File: src/rtl/irsf_pkg.sv
// ----------------------------------------------------------------------------
// irsf_pkg: shared types and constants for the IR sensor scan filter
// Field widths, register indexes, opcodes and the divider request/response.
// ----------------------------------------------------------------------------
`default_nettype none

package irsf_pkg;

  localparam int NUM_SENSORS = 3;
  localparam int DIST_W      = 16;
  localparam int RAW_W       = 12;
  localparam int TIME_W      = 32;
  localparam int CFG_W       = 16;

  // Serial divider operand widths: numerator scaled by 256, divisor is
  // sample plus offset with one carry bit.
  localparam int DVD_W       = 24;
  localparam int DVR_W       = 13;

  // Configuration register indexes.
  localparam logic [1:0] CFG_SETTLE = 2'd0;
  localparam logic [1:0] CFG_SCALE  = 2'd1;
  localparam logic [1:0] CFG_OFFSET = 2'd2;

  localparam logic [7:0]  SETTLE_RST = 8'd5;
  localparam logic [15:0] SCALE_RST  = 16'd4800;
  localparam logic [11:0] OFFSET_RST = 12'd20;

  // Opcodes.
  localparam logic [1:0] OP_UPDATE    = 2'd0;
  localparam logic [1:0] OP_GET_FRAME = 2'd1;
  localparam logic [1:0] OP_LIVE      = 2'd2;
  localparam logic [1:0] OP_QUERY     = 2'd3;

  // Scan phases.
  localparam logic [1:0] PH_ENABLE = 2'd0;
  localparam logic [1:0] PH_SETTLE = 2'd1;
  localparam logic [1:0] PH_SAMPLE = 2'd2;

  typedef logic [DIST_W-1:0] dist_t;
  typedef logic [RAW_W-1:0]  raw_t;

  typedef struct packed {
    logic             start;
    logic [DVD_W-1:0] dividend;
    logic [DVR_W-1:0] divisor;
  } div_req_t;

  typedef struct packed {
    logic             busy;
    logic             done;
    logic [DVD_W-1:0] quotient;
  } div_rsp_t;

endpackage

`default_nettype wire

File: src/rtl/irsf_div.sv
// ----------------------------------------------------------------------------
// irsf_div: bit-serial restoring divider
// Produces one quotient bit per cycle; done pulses with the full quotient.
// ----------------------------------------------------------------------------
`default_nettype none

module irsf_div
  import irsf_pkg::*;
(
  input  wire logic     clk,
  input  wire logic     rst_n,
  input  wire div_req_t req,
  output div_rsp_t      rsp
);

  localparam int CNT_W = $clog2(DVD_W);

  logic             busy_r, busy_nxt;
  logic             done_r, done_nxt;
  logic [CNT_W-1:0] cnt_r, cnt_nxt;
  logic [DVD_W-1:0] quo_r, quo_nxt;
  logic [DVR_W-1:0] rem_r, rem_nxt;
  logic [DVR_W-1:0] dvr_r;

  logic [DVR_W:0]   rem_sh;
  logic [DVR_W:0]   rem_sub;
  logic             ge;

  // The dividend shifts out of the top of quo_r while quotient bits enter
  // at the bottom.
  assign rem_sh  = {rem_r, quo_r[DVD_W-1]};
  assign ge      = rem_sh >= {1'b0, dvr_r};
  assign rem_sub = rem_sh - {1'b0, dvr_r};

  always_comb begin
    busy_nxt = busy_r;
    done_nxt = 1'b0;
    cnt_nxt  = cnt_r;
    quo_nxt  = quo_r;
    rem_nxt  = rem_r;
    if (req.start) begin
      busy_nxt = 1'b1;
      cnt_nxt  = '0;
      quo_nxt  = req.dividend;
      rem_nxt  = '0;
    end else if (busy_r) begin
      quo_nxt = {quo_r[DVD_W-2:0], ge};
      rem_nxt = ge ? rem_sub[DVR_W-1:0] : rem_sh[DVR_W-1:0];
      cnt_nxt = cnt_r + 1'b1;
      if (cnt_r == CNT_W'(DVD_W - 1)) begin
        busy_nxt = 1'b0;
        done_nxt = 1'b1;
      end
    end
  end

  always_ff @(posedge clk) begin
    if (!rst_n) begin
      busy_r <= 1'b0;
      done_r <= 1'b0;
      cnt_r  <= '0;
    end else begin
      busy_r <= busy_nxt;
      done_r <= done_nxt;
      cnt_r  <= cnt_nxt;
    end
  end

  always_ff @(posedge clk) begin
    quo_r <= quo_nxt;
    rem_r <= rem_nxt;
    if (req.start) begin
      dvr_r <= req.divisor;
    end
  end

  assign rsp.busy     = busy_r;
  assign rsp.done     = done_r;
  assign rsp.quotient = quo_r;

endmodule

`default_nettype wire

File: src/rtl/ir_sensor_scan_filter.sv
// ----------------------------------------------------------------------------
// ir_sensor_scan_filter: three-sensor IR ranging scanner with moving average
// Steps a round-robin enable/settle/sample cycle, converts samples to UQ8.8
// distance and averages each sensor's recent distances.
// ----------------------------------------------------------------------------
//
//  Channel  Ports                                   Handshake
//  -------  --------------------------------------  ---------------------
//  in       in_opcode, in_now_ms, in_adc_sample     in_valid / in_ready
//  out      out_emitter_on ... out_right_raw        out_valid / out_ready
//  cfg      cfg_index, cfg_data                     cfg_we, no wait
//
//  A sampling update makes two passes through the one-bit-per-cycle divider,
//  one to convert the sample and one to average the history sum.
//  Every other word goes through ST_DONE to a valid result once out is free.
//  Reset is synchronous and clears the history valid bits at once.
//  A new word is taken while a finished result still waits on out_ready.
//
`default_nettype none

module ir_sensor_scan_filter
  import irsf_pkg::*;
#(
  parameter int HISTORY_DEPTH = 4,
  parameter int SAMPLE_BITS   = 12
) (
  input  wire logic              clk,
  input  wire logic              rst_n,

  input  wire logic              in_valid,
  output logic                   in_ready,
  input  wire logic [1:0]        in_opcode,
  input  wire logic [TIME_W-1:0] in_now_ms,
  input  wire logic [RAW_W-1:0]  in_adc_sample,

  output logic                   out_valid,
  input  wire logic              out_ready,
  output logic [2:0]             out_emitter_on,
  output logic                   out_frame_flag,
  output logic                   out_sample_taken,
  output logic [DIST_W-1:0]      out_front_distance,
  output logic [DIST_W-1:0]      out_left_distance,
  output logic [DIST_W-1:0]      out_right_distance,
  output logic [RAW_W-1:0]       out_front_raw,
  output logic [RAW_W-1:0]       out_left_raw,
  output logic [RAW_W-1:0]       out_right_raw,

  input  wire logic              cfg_we,
  input  wire logic [1:0]        cfg_index,
  input  wire logic [CFG_W-1:0]  cfg_data
);

  localparam int ENTRIES   = NUM_SENSORS * HISTORY_DEPTH;
  localparam int ADDR_W    = $clog2(ENTRIES);
  localparam int PTR_W     = $clog2(HISTORY_DEPTH);
  localparam int SCNT_W    = $clog2(HISTORY_DEPTH + 1);
  localparam int SUM_W     = DIST_W + $clog2(HISTORY_DEPTH);
  localparam int KEEP_BITS = (SAMPLE_BITS < RAW_W) ? SAMPLE_BITS : RAW_W;
  localparam logic [RAW_W-1:0] SAMPLE_MASK = RAW_W'((32'd1 << KEEP_BITS) - 32'd1);

  localparam logic [2:0] ST_IDLE = 3'd0;
  localparam logic [2:0] ST_CONV = 3'd1;
  localparam logic [2:0] ST_SUM  = 3'd2;
  localparam logic [2:0] ST_AVG  = 3'd3;
  localparam logic [2:0] ST_FIN  = 3'd4;
  localparam logic [2:0] ST_DONE = 3'd5;

  // Configuration.
  logic [7:0]       settle_r;
  logic [15:0]      scale_r;
  logic [RAW_W-1:0] offset_r;

  // Scan state.
  logic [2:0]        state_r;
  logic [1:0]        phase_r;
  logic [1:0]        sel_r;
  logic [TIME_W-1:0] enable_time_r;
  logic [2:0]        emitter_r;
  logic              ready_flag_r;
  logic [1:0]        op_r;
  logic              taken_r;
  logic [RAW_W-1:0]  sample_r;
  logic [PTR_W-1:0]  hp_r [NUM_SENSORS];
  dist_t             live_dist_r  [NUM_SENSORS];
  raw_t              live_raw_r   [NUM_SENSORS];
  dist_t             frame_dist_r [NUM_SENSORS];
  raw_t              frame_raw_r  [NUM_SENSORS];

  // History memory with a valid bit per entry; an unwritten entry reads zero.
  dist_t             hist_mem [ENTRIES];
  logic [ENTRIES-1:0] hv_r;
  dist_t             rdata_r;
  logic              rvalid_r;
  dist_t             rd_val;
  logic [ADDR_W-1:0] base;
  logic [ADDR_W-1:0] raddr;
  logic [ADDR_W-1:0] waddr;
  logic              wen;
  dist_t             dist_sat;

  logic [SCNT_W-1:0] scnt_r;
  logic [SUM_W-1:0]  acc_r;
  logic [SUM_W-1:0]  sum_nxt;

  logic [1:0]        s_eff;
  logic [1:0]        s_next;
  logic [RAW_W-1:0]  sample_m;
  logic [TIME_W-1:0] elapsed;
  logic              accept;
  logic              out_free;
  logic              use_live;

  div_req_t div_req;
  div_rsp_t div_rsp;

  irsf_div u_div (
    .clk   (clk),
    .rst_n (rst_n),
    .req   (div_req),
    .rsp   (div_rsp)
  );

  assign in_ready = (state_r == ST_IDLE);
  assign accept   = in_valid && in_ready;
  assign out_free = !out_valid || out_ready;
  assign use_live = (op_r == OP_UPDATE) || (op_r == OP_LIVE);

  assign s_eff    = (sel_r == 2'd3) ? 2'd0 : sel_r;
  assign s_next   = (sel_r == 2'(NUM_SENSORS - 1)) ? 2'd0 : sel_r + 2'd1;
  assign sample_m = in_adc_sample & SAMPLE_MASK;
  assign elapsed  = in_now_ms - enable_time_r;

  assign base     = ADDR_W'(sel_r) * ADDR_W'(HISTORY_DEPTH);
  assign raddr    = (scnt_r < SCNT_W'(HISTORY_DEPTH)) ? base + ADDR_W'(scnt_r) : base;
  assign waddr    = base + ADDR_W'(hp_r[sel_r]);
  assign dist_sat = (div_rsp.quotient[DVD_W-1:DIST_W] != '0) ? '1
                                                             : div_rsp.quotient[DIST_W-1:0];
  assign wen      = (state_r == ST_CONV) && div_rsp.done;
  assign rd_val   = rvalid_r ? rdata_r : '0;
  assign sum_nxt  = acc_r + SUM_W'(rd_val);

  // The divider first converts the sample, then averages the history sum.
  always_comb begin
    div_req.start    = 1'b0;
    div_req.dividend = {scale_r, 8'h00};
    div_req.divisor  = {1'b0, sample_m} + {1'b0, offset_r};
    if (accept && in_opcode == OP_UPDATE && phase_r == PH_SAMPLE) begin
      div_req.start = 1'b1;
    end else if (state_r == ST_SUM && scnt_r == SCNT_W'(HISTORY_DEPTH)) begin
      div_req.start    = 1'b1;
      div_req.dividend = {{(DVD_W-SUM_W){1'b0}}, sum_nxt};
      div_req.divisor  = DVR_W'(HISTORY_DEPTH);
    end
  end

  always_ff @(posedge clk) begin
    if (wen) begin
      hist_mem[waddr] <= dist_sat;
    end
    rdata_r  <= hist_mem[raddr];
    rvalid_r <= hv_r[raddr];
  end

  always_ff @(posedge clk) begin
    if (!rst_n) begin
      settle_r <= SETTLE_RST;
      scale_r  <= SCALE_RST;
      offset_r <= OFFSET_RST;
    end else if (cfg_we) begin
      case (cfg_index)
        CFG_SETTLE: settle_r <= cfg_data[7:0];
        CFG_SCALE:  scale_r  <= cfg_data;
        CFG_OFFSET: offset_r <= cfg_data[RAW_W-1:0];
        default:    ;
      endcase
    end
  end

  always_ff @(posedge clk) begin
    if (!rst_n) begin
      state_r       <= ST_IDLE;
      phase_r       <= PH_ENABLE;
      sel_r         <= 2'd0;
      enable_time_r <= '0;
      emitter_r     <= 3'b000;
      ready_flag_r  <= 1'b0;
      op_r          <= OP_UPDATE;
      taken_r       <= 1'b0;
      scnt_r        <= '0;
      acc_r         <= '0;
      hv_r          <= '0;
      out_valid     <= 1'b0;
      for (int i = 0; i < NUM_SENSORS; i++) begin
        hp_r[i]         <= '0;
        live_dist_r[i]  <= '0;
        live_raw_r[i]   <= '0;
        frame_dist_r[i] <= '0;
        frame_raw_r[i]  <= '0;
      end
    end else begin
      // In ST_DONE a leaving word is replaced by the next one below.
      if (out_valid && out_ready && state_r != ST_DONE) begin
        out_valid <= 1'b0;
      end
      case (state_r)
        ST_IDLE: begin
          if (accept) begin
            op_r    <= in_opcode;
            taken_r <= 1'b0;
            state_r <= (in_opcode == OP_UPDATE && phase_r == PH_SAMPLE) ? ST_CONV
                                                                          : ST_DONE;
            if (in_opcode == OP_UPDATE) begin
              sel_r <= s_eff;
              case (phase_r)
                PH_ENABLE: begin
                  emitter_r     <= 3'(3'b001 << s_eff);
                  enable_time_r <= in_now_ms;
                  phase_r       <= PH_SETTLE;
                end
                PH_SETTLE: begin
                  if (elapsed >= TIME_W'(settle_r)) begin
                    phase_r <= PH_SAMPLE;
                  end
                end
                PH_SAMPLE: begin
                  sample_r <= sample_m;
                end
                default: phase_r <= PH_ENABLE;
              endcase
            end
          end
        end
        ST_CONV: begin
          if (div_rsp.done) begin
            hv_r[waddr] <= 1'b1;
            hp_r[sel_r] <= (hp_r[sel_r] == PTR_W'(HISTORY_DEPTH - 1)) ? '0
                                                                      : hp_r[sel_r] + 1'b1;
            scnt_r      <= '0;
            acc_r       <= '0;
            state_r     <= ST_SUM;
          end
        end
        ST_SUM: begin
          // Read data is registered behind its address, so the count runs one past.
          if (scnt_r != '0) begin
            acc_r <= sum_nxt;
          end
          scnt_r <= scnt_r + 1'b1;
          if (scnt_r == SCNT_W'(HISTORY_DEPTH)) begin
            state_r <= ST_AVG;
          end
        end
        ST_AVG: begin
          if (div_rsp.done) begin
            live_dist_r[sel_r] <= div_rsp.quotient[DIST_W-1:0];
            live_raw_r[sel_r]  <= sample_r;
            emitter_r          <= 3'b000;
            taken_r            <= 1'b1;
            sel_r              <= s_next;
            phase_r            <= PH_ENABLE;
            state_r            <= ST_FIN;
          end
        end
        ST_FIN: begin
          // A completed sweep commits the live data as the frame.
          if (sel_r == 2'd0) begin
            for (int i = 0; i < NUM_SENSORS; i++) begin
              frame_dist_r[i] <= live_dist_r[i];
              frame_raw_r[i]  <= live_raw_r[i];
            end
            ready_flag_r <= 1'b1;
          end
          state_r <= ST_DONE;
        end
        ST_DONE: begin
          if (out_free) begin
            out_valid <= 1'b1;
            if (op_r == OP_GET_FRAME) begin
              ready_flag_r <= 1'b0;
            end
            state_r <= ST_IDLE;
          end
        end
        default: state_r <= ST_IDLE;
      endcase
    end
  end

  always_ff @(posedge clk) begin
    if (state_r == ST_DONE && out_free) begin
      out_emitter_on     <= emitter_r;
      out_frame_flag     <= ready_flag_r;
      out_sample_taken   <= taken_r;
      out_front_distance <= use_live ? live_dist_r[0] : frame_dist_r[0];
      out_left_distance  <= use_live ? live_dist_r[1] : frame_dist_r[1];
      out_right_distance <= use_live ? live_dist_r[2] : frame_dist_r[2];
      out_front_raw      <= use_live ? live_raw_r[0]  : frame_raw_r[0];
      out_left_raw       <= use_live ? live_raw_r[1]  : frame_raw_r[1];
      out_right_raw      <= use_live ? live_raw_r[2]  : frame_raw_r[2];
    end
  end

  a_emitter_onehot: assert property (@(posedge clk) disable iff (!rst_n)
    $onehot0(emitter_r))
    else $error("more than one emitter driven");

  a_taken_emitter_off: assert property (@(posedge clk) disable iff (!rst_n)
    out_valid && out_sample_taken |-> out_emitter_on == 3'b000)
    else $error("emitter still on after a sampling word");

  a_div_start_idle: assert property (@(posedge clk) disable iff (!rst_n)
    div_req.start |-> !div_rsp.busy)
    else $error("divider restarted while busy");

  a_commit_sets_flag: assert property (@(posedge clk) disable iff (!rst_n)
    state_r == ST_FIN && sel_r == 2'd0 |=> ready_flag_r)
    else $error("frame committed without setting the ready flag");

endmodule

`default_nettype wire

File: config.mk
export PLATFORM = sky130hd
export DESIGN_NAME = ir_sensor_scan_filter
export DESIGN_NICKNAME = d
export VERILOG_FILES = /design/src/rtl/irsf_pkg.sv /design/src/rtl/irsf_div.sv /design/src/rtl/ir_sensor_scan_filter.sv
export SDC_FILE = /design/constraint.sdc
export NUM_CORES = 1
export LEC_CHECK = 0
export BUFFER_PORTS_ARGS = -buffer_cell sky130_fd_sc_hd__buf_2
export CAP_MARGIN = 20
export CORE_MARGIN = 2
export CORE_UTILIZATION = 50
export DETAILED_ROUTE_END_ITERATION = 7
export MAX_ROUTING_LAYER = met4
export PLACE_DENSITY = 0.67
export SETUP_SLACK_MARGIN = 0.02
export SLEW_MARGIN = 0
export SYNTH_ARGS = -nofsm -noshare
export SYNTH_HDL_FRONTEND = slang
export SYNTH_SLANG_ARGS = --single-unit
export TNS_END_PERCENT = 5
File: constraint.sdc
create_clock -name clk -period 12.01 [get_ports clk]
set_clock_uncertainty 0.2 [all_clocks]
set_input_delay 0.6005 -clock clk [delete_from_list [all_inputs] [get_ports clk]]
set_output_delay 0.6005 -clock clk [all_outputs]
set_load 0.02 [all_outputs]
Word-level counts from Yosys, hierarchy flattened
Memories as Yosys holds them, arrays and structs flattened. A register that Yosys moved wholly into a read port is not among the register bits. Index checks and enable logic that the tools add are counted.

Bits in latches: 0. Memory bits (writable): 366. Memories: 6. Output and inout port bits: 91. Input bits: 69. Flip-flop bits (word level): 275. Word-level logic and storage cells: 231. Memory bits (read-only): 0.

Memories: hist_mem (depth 12, bits a word 16, rd ports 1, clocked after memory_dff 1, write ports 1, RTL line ir_sensor_scan_filter.sv:90) `dist_t hist_mem [ENTRIES];`; frame_dist_r (depth 3, bits a word 16, rd ports 3, clocked after memory_dff 0, write ports 3, RTL line ir_sensor_scan_filter.sv:86) `dist_t frame_dist_r [NUM_SENSORS];`; live_dist_r (depth 3, bits a word 16, rd ports 3, clocked after memory_dff 0, write ports 3, RTL line ir_sensor_scan_filter.sv:84) `dist_t live_dist_r [NUM_SENSORS];`; frame_raw_r (depth 3, bits a word 12, rd ports 3, clocked after memory_dff 0, write ports 3, RTL line ir_sensor_scan_filter.sv:87) `raw_t frame_raw_r [NUM_SENSORS];`; live_raw_r (depth 3, bits a word 12, rd ports 3, clocked after memory_dff 0, write ports 3, RTL line ir_sensor_scan_filter.sv:85) `raw_t live_raw_r [NUM_SENSORS];`; hp_r (depth 3, bits a word 2, rd ports 1, clocked after memory_dff 1, write ports 3, RTL line ir_sensor_scan_filter.sv:83) `logic [PTR_W-1:0] hp_r [NUM_SENSORS];`.

Eq/ne operators: 29. Bitwise operators: 9. Reduce and logical (&&, ||, !) cells: 45. Shift operators: 1. $lt $le $gt $ge: 6. Add/sub/neg operators: 10. Mux-type cells: 93. Divide/modulo/power cells: 0. Multipliers: 0.

Operator list (number): two-way mux 16 bit (9); two-way mux 12 bit (7); two-way mux 24 bit (2); two-way mux 38 bit (1); two-way mux 37 bit (1); two-way mux 18 bit (2); one-hot mux 18 bit (2 select lines) (1); greater-or-equal comparator 32 x 8 -> 1 bit (1); two-way mux 1 bit (32); two-way mux 2 bit (16); subtractor 32 bit (1); two-way mux 3 bit (10); adder 18 x 16 -> 18 bit (1); one-hot mux 3 bit (6 select lines) (1); OR reduction 16 bit (1); AND reduction 5 bit (3); greater-or-equal comparator 14 x 13 -> 1 bit (1); != test 2 x 1 -> 1 bit (second input constant) (7); adder 12 x 12 -> 13 bit (1); two-way mux 13 bit (1); subtractor 13 bit (1); equality test 2 bit (second input constant) (6); bitwise OR 12 bit (1); one-hot mux 3 bit (2 select lines) (2); other kinds (39) (84).

Longest topological paths before layout
Word-level depth: 7. Gate-level depth with buffers: 18.

Modules after synthesis
A second synthesis with hierarchy kept.

Cell total of the unflattened synthesis: 2469. Area, all modules: 29782.3 um^2.

By module, submodules not included: ir_sensor_scan_filter (area each 26897.0 um^2, times used 1, cells each 2226); irsf_div (area each 2885.3 um^2, times used 1, cells each 243).

Worst setup path after synthesis
OpenSTA, ideal clock, no wires.

Path kind: input to register. From: in out_ready. To: reg ready_flag_r. Path slack: 6685 ps. Arrival: 5006 ps. Stages on the path: 6. Cells stage by stage: nand2b_1 > nand2_1 > nor2_1 > nand3b_1 > a21oi_1 > nor2b_1.

Cells in the longest elaborated chain, start to end: 3.

Ends and longest elaborated chain: start, declared (RTL line ir_sensor_scan_filter.sv:37) `input wire logic out_ready,`; logical OR 1 bit (RTL line ir_sensor_scan_filter.sv:125) `assign out_free = !out_valid || out_ready;`; != test 2 bit (no line); AND reduction 4 bit (no line); end signal, assigned (RTL line ir_sensor_scan_filter.sv:186) `ready_flag_r <= 1'b0;`; end signal, assigned (RTL line ir_sensor_scan_filter.sv:271) `ready_flag_r <= 1'b1;`; end signal, assigned (RTL line ir_sensor_scan_filter.sv:279) `ready_flag_r <= 1'b0;`; end, declared (RTL line ir_sensor_scan_filter.sv:79) `logic ready_flag_r;`.

No other way between the ends. A chain may end at the register's enable or synchronous reset.

Worst setup path in the final report
From: reg enable_time_r[1]. To: reg phase_r[1].

Cells in the longest elaborated chain, start to end: 4.

Ends and longest elaborated chain: start, declared (RTL line ir_sensor_scan_filter.sv:77) `logic [TIME_W-1:0] enable_time_r;`; start signal, assigned (RTL line ir_sensor_scan_filter.sv:217) `enable_time_r <= in_now_ms;`; subtractor 32 bit (RTL line ir_sensor_scan_filter.sv:131) `assign elapsed = in_now_ms - enable_time_r;`; greater-or-equal comparator 32 x 8 -> 1 bit (RTL line ir_sensor_scan_filter.sv:221) `if (elapsed >= TIME_W'(settle_r)) begin`; != test 3 bit (no line); AND reduction 6 bit (no line); end signal, assigned (RTL line ir_sensor_scan_filter.sv:218) `phase_r <= PH_SETTLE;`; end signal, assigned (RTL line ir_sensor_scan_filter.sv:222) `phase_r <= PH_SAMPLE;`; end signal, assigned (RTL line ir_sensor_scan_filter.sv:228) `default: phase_r <= PH_ENABLE;`; end, declared (RTL line ir_sensor_scan_filter.sv:75) `logic [1:0] phase_r;`.

No other way between the ends.

==> reports/summary.md <==
The flow ran to the end, and the final reports show no timing, DRC or antenna violations. The run gives 136 µV as the worst vdd rail ir drop. Internal power comes to 3960 µW. CTS placed an instance of clkbuf_16 at the clock tree root.

After filler insertion, the fill cell instance count of the layout stands at 4766. The critical path goes through inv_1, ha_1, nor2b_1, o31ai_1, nand2b_1, a21oi_1, xnor2_1, ha_1, a211oi_1, nor2_1, nor4_1, nand4_1, nor4_1, nand4b_1, or4_1, o31ai_2, or3_1, a21boi_1. The tools report the distinct cell type count after synthesis as 77. The synthesized design spends more area on one cell type than any other, namely edfxtp_1. The sequential area share after synthesis was 0.616.

Before antenna repair, the detailed router went through 7 iterations. The logs give 0.068 for the power share of the combinational group and 0.0240 ns for the final hold slack. No sink is reached through more buffers than the 3 on the longest clock path. The run gives 2 as the initial antenna violation count. TritonCTS built the clock tree. The final antenna-violating net count was 0.

Compared with the post-synthesis result, the final layout area differs by 13.1%. The first global-routing pass estimated 103000 µm of wire. The final clock period utilization by the worst path works out to 0.355.

In the synthesized netlist, the number of instances is 2463. For the worst setup path, the data arrival time is 4.55 ns. The placer's final routability congestion estimate came out at 0.897. The tightest min-delay check is of the input port to flip-flop type.

The detailed router finished its first iteration with 1369 violations. The starting utilization of the core area is 0.504. The share of final-layout standard cells stronger than drive strength 1 is 0.161, and the die outline area is 0.0613 mm².

In this run, synthesis inferred 506 flip-flops with an integrated enable. The leakage power of the design was 0.0132 µW. The floorplan step set the die width to 248 µm. For the sequential cell fraction of total power, the log shows 0.502.

The tools report the detailed-routing wirelength on met1 as 30000 µm. The combined global-route utilization of all metal layers is 0.222. Wire segments on met2 add up to 30700 µm in the final route.

The logs give 0 for the remaining routing DRC violations and 19057 for the via count. The switching component of the power is 1110 µW. The setup path with the least slack is of type flip-flop to flip-flop. During synthesis, Yosys emitted a total of 0 warnings. In this run, post-CTS repair resized a total of 0 instances. In the final routed layout, each cell accounts on average for 19.2 µm. In this run the vertical extent of the chip is 248 µm. STA classifies the critical path startpoint as a flip-flop. Via count normalized by instance count: 5.57. The register area is 0.0183 mm². The standard cell core area is 0.0589 mm², and the clock transition time at the flip-flop clock pins of the worst setup and hold paths is 0.06 ns.

For the post-layout total power, the log shows 5070 µW. Setup violations remaining at the end of the flow were counted as 0. Across the run, the number of max-cap violations was 0. In this run the tool buffered the top-level ports with 159 buffer cells. The logs give 0.61 ns for the clock latency on the worst-skew pair and 2627 for the post-synthesis net count. Routed signal wires occupy layers up through met4. At the worst endpoint, the required time is 12.30 ns. The number of buffer and inverter stages on the critical path came out at 1. The routed design has 65500 µm of wire.

Yosys attributes the largest share of cell area to edfxtp_1, dfxtp_1, mux2_2, ha_1, nand2_1. The deepest level of the CTS H-tree is 3. Setup repair after global routing left no endpoint under its margin.

The run gives 0.429 as the part of the power in the clock network. For the maximum number of pins on one net before global-route repair, the log shows 88. In the detailed route, the total length drawn on met3 is 3410 µm. The tools report the clock buffer count from CTS as 70. Of all nets on the critical path, the largest fanout is 3. The proportion of netlist area held by the largest area contributor was 0.512; the sum of negative setup slack was 0 ns. The fraction of power spent switching nets works out to 0.219.

The final critical path time including I/O delays and setup is 4.26 ns. Slew at the pin closest to its max-slew limit: 1.10 ns. Grouping stages by cell kind, the critical path spends the most delay in simple AND/OR/NAND/NOR gates. The primary flip-flop cell chosen by synthesis mapping was edfxtp_1. Among all stages on the critical path, the largest delay is contributed by or4_1.

Dividing the synthesized area by the synthesized cell count gives 12.1 µm². The area of the multi-input gates is 0.0106 mm², and the cell area after synthesis is 0.0297 mm². In the layout the commonest cells are edfxtp_1, nand2_1, buf_2, dfxtp_1, and2_1.

For the count of pins over their slew limit, the log shows 0. The floorplan has 89 rows. Timing would allow up to 235 MHz.

The largest stage delay on the critical path works out to 0.53 ns. The number of nets in the layout came out at 2753. The most common library cell in the layout ignoring fill and taps was edfxtp_1. For this design the ratio of total power to cell area is 151 mW/mm².

After global routing the overflow that remains totals 0. Pin placement for this block handled 160 I/O pins. The fraction of registers with async set or reset after synthesis came out at 0. The worst relative slew slack was 0.269. Endpoint class of the critical path: a flip-flop.

The flip-flop and latch count after synthesis works out to 661. The tools report the count of final hold-check violations as 0. The number of sinks on the clock net came out at 661.

The number of global-route vias before repair was 18530. Summed over all nets, the half-perimeter wirelength after detailed placement is 42400 µm.
kinds of logic (layout without fill, tap and decap cells):
group	count (synthesis)	in the layout	share of synthesized area
xor+xnor	58	58	0.0171
other cells	0	3	0
simple gates	826	826	0.141
compound gates	469	469	0.106
flops	661	661	0.616
mux	129	129	0.0491
fa+ha+maj	95	95	0.0410
buf+inv	225	406	0.0287
routing by layer:
metal / vias to the layer above / global-route usage
li1: 9236 / -
met4: 0 / 0.0669
met2: 504 / 0.346
met3: 98 / 0.0300
met5: - / -
met1: 9219 / 0.304
sequential cells by signal (all words and copies together) (netlist names), 12 cells and up, named ones only:
name and count:
live_raw_r 36, offset_r 12, acc_r 18, out_left_raw 12
out_right_raw 12, rdata_r 16, out_left_distance 16, u_div.quo_r 24
hist_mem 192, u_div.rem_r 13, hv_r 12, frame_dist_r 48
live_dist_r 48, scale_r 16, enable_time_r 32, out_front_raw 12
out_right_distance 16, sample_r 12, frame_raw_r 36, out_front_distance 16
u_div.dvr_r 13
path summary, 6_finish.rpt:
path	start	endpoint	slack (ns)	cells after the start
worst min-delay path	in_adc_sample[11]	sample_r[11]	0.02	1
worst max register to register	enable_time_r[1]	phase_r[1]	7.75	18
worst max-delay path	enable_time_r[1]	phase_r[1]	7.75	18
worst min register to register	emitter_r[2]	out_emitter_on[2]	0.22	0
power by group through the flow:
stage / sequential (µW) / clock (µW) / combinational, µW
6_report: 2550 / 2180 / 346
5_1_grt: 2560 / 2320 / 382
4_1_cts: 2550 / 2220 / 346
3_5_place_dp: 2600 / 0 / 341
3_3_place_gp: 2600 / 0 / 336
2_1_floorplan: 2600 / 0 / 235
what timing repair did:
item / CTS / global route
hold endpoints to repair: 7 / 0
buffers inserted: 0 / 0
hold buffers: 7 / 0
worst register-to-register path, delay by kind of cell (launching register included):
family / cells / cell delay [ns]
simple gates: 9 / 1.74
buf+inv: 1 / 0.06
fa+ha+maj: 2 / 0.53
flops: 1 / 0.37
compound gates: 5 / 1.13
xor+xnor: 1 / 0.15
per-stage QoR:
| stage | std cells | util | setup WS [ns] | cell area [µm²] |
|---|---|---|---|---|
| 6_report | 3420 | 0.570 | 7.75 | 33600 |
| 3_3_place_gp | 3280 | 0.529 | 7.51 | 31100 |
| 2_1_floorplan | 2463 | - | 6.69 | 29700 |
| 5_1_grt | 3418 | 0.570 | 7.34 | 33600 |
| 4_1_cts | 3415 | 0.570 | 7.74 | 33600 |
| 3_5_place_dp | 3281 | 0.529 | 7.46 | 31200 |
layout make-up:
type / instances / share of cell area
clock inverter: 30 / 0.00987
sequential: 661 / 0.545
clock buffer: 97 / 0.0592
multi-input combinational: 1577 / 0.315
timing repair buffer: 187 / 0.0315
tap: 773 / 0.0288
antenna: 3 / 0.000224
inverter: 92 / 0.0103
synth_stat cells (17+ instances only):
cell type,n
dfxtp_1,155
and2_1,113
a21boi_0,62
xor2_1,25
o21a_1,18
nor2_1,77
mux2i_1,23
or2_2,20
nand2b_1,25
and3_1,111
ha_1,91
a21oi_1,101
a211oi_1,59
inv_1,90
a31oi_1,20
clkbuf_1,121
edfxtp_1,506
nor2b_1,68
a311oi_1,17
nand3_1,44
nand2_1,298
mux2_2,103
a21o_1,21
xnor2_1,33
o21ai_0,74
a22oi_1,17
(Power assumes the default switching activity.)
